<file path="config.mk">
export PLATFORM = sky130hd
export DESIGN_NAME = pvi_merge
export DESIGN_NICKNAME = d
export VERILOG_FILES = /design/src/design/pvi_pkg.sv /design/src/design/pvi_merge.sv
export SDC_FILE = /design/constraint.sdc
export NUM_CORES = 2
export LEC_CHECK = 0
export CAP_MARGIN = 20
export CORE_UTILIZATION = 40
export DETAILED_ROUTE_END_ITERATION = 8
export DONT_BUFFER_PORTS = 1
export REMOVE_ABC_BUFFERS = 1
export SLEW_MARGIN = 30
export SYNTH_ARGS = -nofsm -noshare
export SYNTH_HDL_FRONTEND = slang
export SYNTH_SLANG_ARGS = --single-unit
</file>
<file path="constraint.sdc">
create_clock -name i_clk -period 17.2 [get_ports i_clk]
set_input_delay 4.3 -clock i_clk [delete_from_list [all_inputs] [get_ports i_clk]]
set_output_delay 4.3 -clock i_clk [all_outputs]
set_load 0.01 [all_outputs]
</file>
<file path="src/design/pvi_pkg.sv">
`timescale 1ns / 1ps
package pvi_pkg;
    localparam int FRAC_BITS      = 16;
    localparam int TIMESTEP_SHIFT = 6;
    localparam int NUM_LANES      = 3;

    localparam logic [2:0] KIND_STEP      = 3'd0;
    localparam logic [2:0] KIND_WAKE      = 3'd1;
    localparam logic [2:0] KIND_SLEEP     = 3'd2;
    localparam logic [2:0] KIND_SET_VEL   = 3'd3;
    localparam logic [2:0] KIND_FORCE_VEL = 3'd4;
    localparam logic [2:0] KIND_FORCE_POS = 3'd5;
    localparam logic [2:0] KIND_FORCE_ACC = 3'd6;

    localparam logic [2:0] REG_INV_MASS  = 3'd0;
    localparam logic [2:0] REG_DRAG      = 3'd1;
    localparam logic [2:0] REG_BIAS      = 3'd2;
    localparam logic [2:0] REG_THRESHOLD = 3'd3;
    localparam logic [2:0] REG_GRAV_X    = 3'd4;
    localparam logic [2:0] REG_GRAV_Y    = 3'd5;
    localparam logic [2:0] REG_GRAV_Z    = 3'd6;
    localparam logic [2:0] REG_MODE      = 3'd7;

    // Lane operation phases, one multiply in each phase but the idle one.
    localparam logic [1:0] LPH_IDLE  = 2'd0;
    localparam logic [1:0] LPH_ACCEL = 2'd1;
    localparam logic [1:0] LPH_DRAG  = 2'd2;
    localparam logic [1:0] LPH_SQ    = 2'd3;

    // Motion merge steps.
    localparam logic [1:0] MPH_IDLE   = 2'd0;
    localparam logic [1:0] MPH_REDUCE = 2'd1;
    localparam logic [1:0] MPH_WEIGHT = 2'd2;
    localparam logic [1:0] MPH_DECIDE = 2'd3;

    typedef struct packed {
        logic [1:0] phase;
        logic       load;
    } t_lane_ctrl;

    function automatic logic signed [31:0] sat32(input logic signed [71:0] v);
        if (v > 72'sd2147483647) return 32'sh7FFFFFFF;
        if (v < -72'sd2147483648) return 32'sh80000000;
        return v[31:0];
    endfunction
endpackage

</file>
<file path="src/design/pvi_merge.sv">
`timescale 1ns / 1ps
// Combines the lane squares into the motion average and makes the sleep decision.
module pvi_merge (
    input  logic        i_clk,
    input  logic        i_rst_n,
    input  logic [1:0]  i_step,
    input  logic [63:0] i_sq0,
    input  logic [63:0] i_sq1,
    input  logic [63:0] i_sq2,
    input  logic [16:0] i_bias,
    input  logic [31:0] i_thresh,
    input  logic        i_wake,
    output logic        o_fall_asleep
);
    logic [31:0]        r_motion, r_vv;
    logic signed [68:0] r_m;
    logic [63:0]        w_sum;
    logic [35:0]        w_cap10;
    logic [32:0]        w_cap2;
    logic signed [68:0] w_msh;
    logic [31:0]        w_mcl;

    always_comb begin
        w_sum   = i_sq0 + i_sq1 + i_sq2;
        w_cap10 = 36'(i_thresh) * 36'd10;
        w_cap2  = {i_thresh, 1'b0};
        w_msh   = r_m >>> pvi_pkg::FRAC_BITS;
        if (w_msh < 0) w_mcl = '0;
        else if (w_msh > 69'sd4294967295) w_mcl = 32'hFFFFFFFF;
        else w_mcl = w_msh[31:0];
        o_fall_asleep = (i_step == pvi_pkg::MPH_DECIDE) && (w_mcl < i_thresh);
    end

    // Step 1 reduces the squares, step 2 does the two weighted products, step 3 decides.
    always_ff @(posedge i_clk) begin
        if (!i_rst_n) begin
            r_motion <= 32'(30 << pvi_pkg::FRAC_BITS);
        end else if (i_wake) begin
            r_motion <= w_cap2[32] ? 32'hFFFFFFFF : w_cap2[31:0];
        end else begin
            unique case (i_step)
                pvi_pkg::MPH_REDUCE: r_vv <= ((w_sum >> pvi_pkg::FRAC_BITS) > 64'hFFFFFFFF)
                                            ? 32'hFFFFFFFF : 32'(w_sum >> pvi_pkg::FRAC_BITS);
                pvi_pkg::MPH_WEIGHT: r_m <= 69'($signed({1'b0, i_bias}))
                                            * 69'($signed({1'b0, r_motion}))
                                          + (69'($signed(18'(1 << pvi_pkg::FRAC_BITS)))
                                             - 69'($signed({1'b0, i_bias})))
                                            * 69'($signed({1'b0, r_vv}));
                pvi_pkg::MPH_DECIDE: begin
                    if (w_mcl >= i_thresh && 36'(w_mcl) > w_cap10)
                        r_motion <= (w_cap10 > 36'hFFFFFFFF) ? 32'hFFFFFFFF : w_cap10[31:0];
                    else
                        r_motion <= w_mcl;
                end
                default: ;
            endcase
        end
    end
endmodule

</file>
==> summary.md <==
| Metric | Value |
|---|---|
| Hold Crit Depth | 4 |
| Top cell by count, worst path | fa_1 |
| H-tree Lvls | 3 |
| Largest net degree at the start of global routing | between 60 and 70 |
| Area Growth Syn to Fin | 3.674% |
| First-pass GRT wire length | between 200000 and 250000 um |
| Post-synth top cells | inv_1 (1122), fa_1 (1038), nand2_1 (916) |
| Min Tclk post-route | 15.16 ns |
| RSZ-0062 raised after global routing | false |
| FMAX | 65.97 MHz |
| Setup ws final | ~2 ns |
| Final WL | roughly 140000 um |
| Clock Tree Root | clkbuf_16 |
| Synth top area share | 42.37% |
| Dpl cells | 7027 |
| Crit start category | input pin |
| CTS tree | done |
| Nets | slightly above 7000 |
| Critical path class | in -> reg |
| Final Hold Viols | 0 |
| Reg-to-Reg Start | r_motion[2] |
| Drt drc | 0 |
| Yosys reg bits | 100 |
| Avg Cell Area, Syn | about 8.7 sq um |
| Cell area after synthesis | about 49000 sq um |
| Final HPWL DP | 112800 um |
| Post-layout instance count excluding filler cells | slightly above 7000 |
| Max-cap viol count | 0 |
| FF+latch area | between 2000 and 3000 sq um |
| Synth area leaders | fa_1 (42%), ha_1 (12%), inv_1 (8.6%), nand2_1 (7.0%), and2_1 (4.6%) |
| R2R cell count | 43 |
| Arrival time worst endpoint | 15.33 ns |
| Max Slew Vio Count | 0 |
| Cell accounting for the most synthesized area | fa_1 |
| # rows | 128 |
| Die height | 352.2 um |
| CP max-delay cell | o41ai_1 |
| Ys flop type | edfxtp_1 |
| Yosys cell types | 75 |
| Clk sinks | 100 |
| Detailed-route via count | approximately 37000 |
| WL/cell | roughly 20 um |
| Hold crit path type | reg -> reg |
| Cells after synthesis | roughly 5600 |
| CTS Hold Bufs | 0 |
| Initial DRC Count | 2436 |
| Number of I/O port buffers | 0 |
| Post-synth EDFFs | slightly below 70 |
| Top-count cell post-synth | inv_1 |
| Hold WS | 0.6227 ns |
| Synth warn | 0 |
| Core Region | approximately 120000 sq um |
| WHS Endpoint | r_motion[31] |
| Clk_skew | between 0.01 and 0.015 ns |
| Slew HR | roughly 33% |
| Critical R2R Capture | r_m[51] |
| Fill cells | between 10000 and 15000 |
| Setup WS pre-CTS | about 1.6 ns |
| First-pass DRT Iterations | 6 |
| Post-CTS Resized | 0 |
| Critical Path Max Stage Delay | just under 0.6 ns |
| Setup repair bufs after CTS | 0 |
| R2R Setup Slk | about 5.3 ns |
| Final setup TNS | 0 ns |
| DIE AREA | around 120000 sq um |
| Share of layout cells above drive strength 1 | 2.639% |
| Vias in the first global route | about 40000 |
| Worst Max-Slew Pin Slew | a little over 1 ns |
| Seq/Total Area, Yosys | 5.470% |
| Reg clk slew, reported paths | 0.09 ns |
| Final ANT Viol Nets | 0 |
| Worst hold start | r_motion[31] |
| Initial Util | about two fifths |
| Worst EP required | between 15 and 20 ns |
| CTS Buffer Depth | 2 |
| Multi-input gate area | slightly above 40000 sq um |
| Endpoints failing setup | 0 |
| Tot GR Track Use | a little under a quarter |
| Inserted Diodes | 0 |
| Cts bufs inserted | 9 |
| Routability cong. | 0.9750 |
| IO Count | 247 |
| Die width | between 300 and 400 um |
| Initial antenna violation count | 0 |
| Final Cycle Share | 88.13% |
| Worst Setup End Kind | flip-flop |
| Worst-skew pair later-pin latency | 0.41 ns |
| Critical path peak fanout | 34 |
| Post-synth ARST share | 0% |
| DR vias/cell | roughly 5.3 |
| Outcome | completed |
| Grt total ovfl | 0 |
==> worst max path at each step <==
stage                          from  endpoint  slack [ns]
after floorplan           i_bias[5]   r_m[51]        2.75
after global placement    i_bias[5]   r_m[51]        1.76
after CTS                 i_bias[5]   r_m[51]        2.00
after global routing      i_bias[5]   r_m[51]        1.39
after detailed placement  i_bias[5]   r_m[51]        1.55
final                     i_bias[5]   r_m[51]        2.04
==> logic make-up after synthesis <==
family                   count (synthesis)  share of synthesized area [%]
AND/OR/NAND/NOR                       1791                          17.08
adder cells (fa/ha/maj)               1524                          54.77
buffers and inverters                 1422                          10.98
XOR/XNOR                               156                          2.786
multiplexers                             8                         0.1709
flip-flops                             100                          5.470
AO/OA/AOI/OAI                          644                          8.738
==> critical path: cells and delay by family <==
kind	cells	cell delay, ns
AO/OA/AOI/OAI	16	4.13
XOR/XNOR	2	0.29
adder cells (fa/ha/maj)	13	5.91
buffers and inverters	4	0.20
AND/OR/NAND/NOR	5	0.47
==> layout by cell type, fill, tap and decap left out, types with 33 or more instances in the layout <==
master,netlist,routed
xnor2_1,96,90
nand4_1,49,49
nor2_1,180,179
fa_1,1038,1038
nand2_1,916,916
or2_2,33,33
xor2_1,60,51
o21ai_0,120,120
nor3_1,62,62
ha_1,486,486
a21o_1,102,102
buf_4,0,57
edfxtp_1,68,68
and2_1,363,363
nand3_1,68,68
a21oi_1,168,166
inv_1,1122,1122
==> stage by stage <==
stage / cell area (sq um) / util (%)
after global placement: 50530 / 41.51
after detailed placement: 50530 / 41.51
after floorplan: 47870 / -
final: 50840 / 41.77
after global routing: 50840 / 41.77
after CTS: 50840 / 41.77
==> state kept, by name (all words and copies together), names as in the netlist <==
| signal | count |
|---|---|
| r_vv | 32 |
| r_motion | 32 |
| r_m | 36 |
==> cell type report <==
type	count	share of cell area [%]
multi-input cells	4123	80.98
flip-flops and latches	100	5.276
well taps	1625	3.999
clock inverters	7	0.1747
clock buffers	9	0.4430
repair buffers	57	0.8416
inverters	1122	8.283
==> metal layers <==
metal	GRT usage (%)	vias to the layer above	wire, um
li1	-	16970	-
met1	31.12	19080	61220
met2	38.70	1200	66200
met3	3.053	182	8217
met4	6.539	0	4117
met5	0	-	0
Power is not shown: default switching activity piles up to over one toggle a cycle in this logic, so the estimate is an artifact.
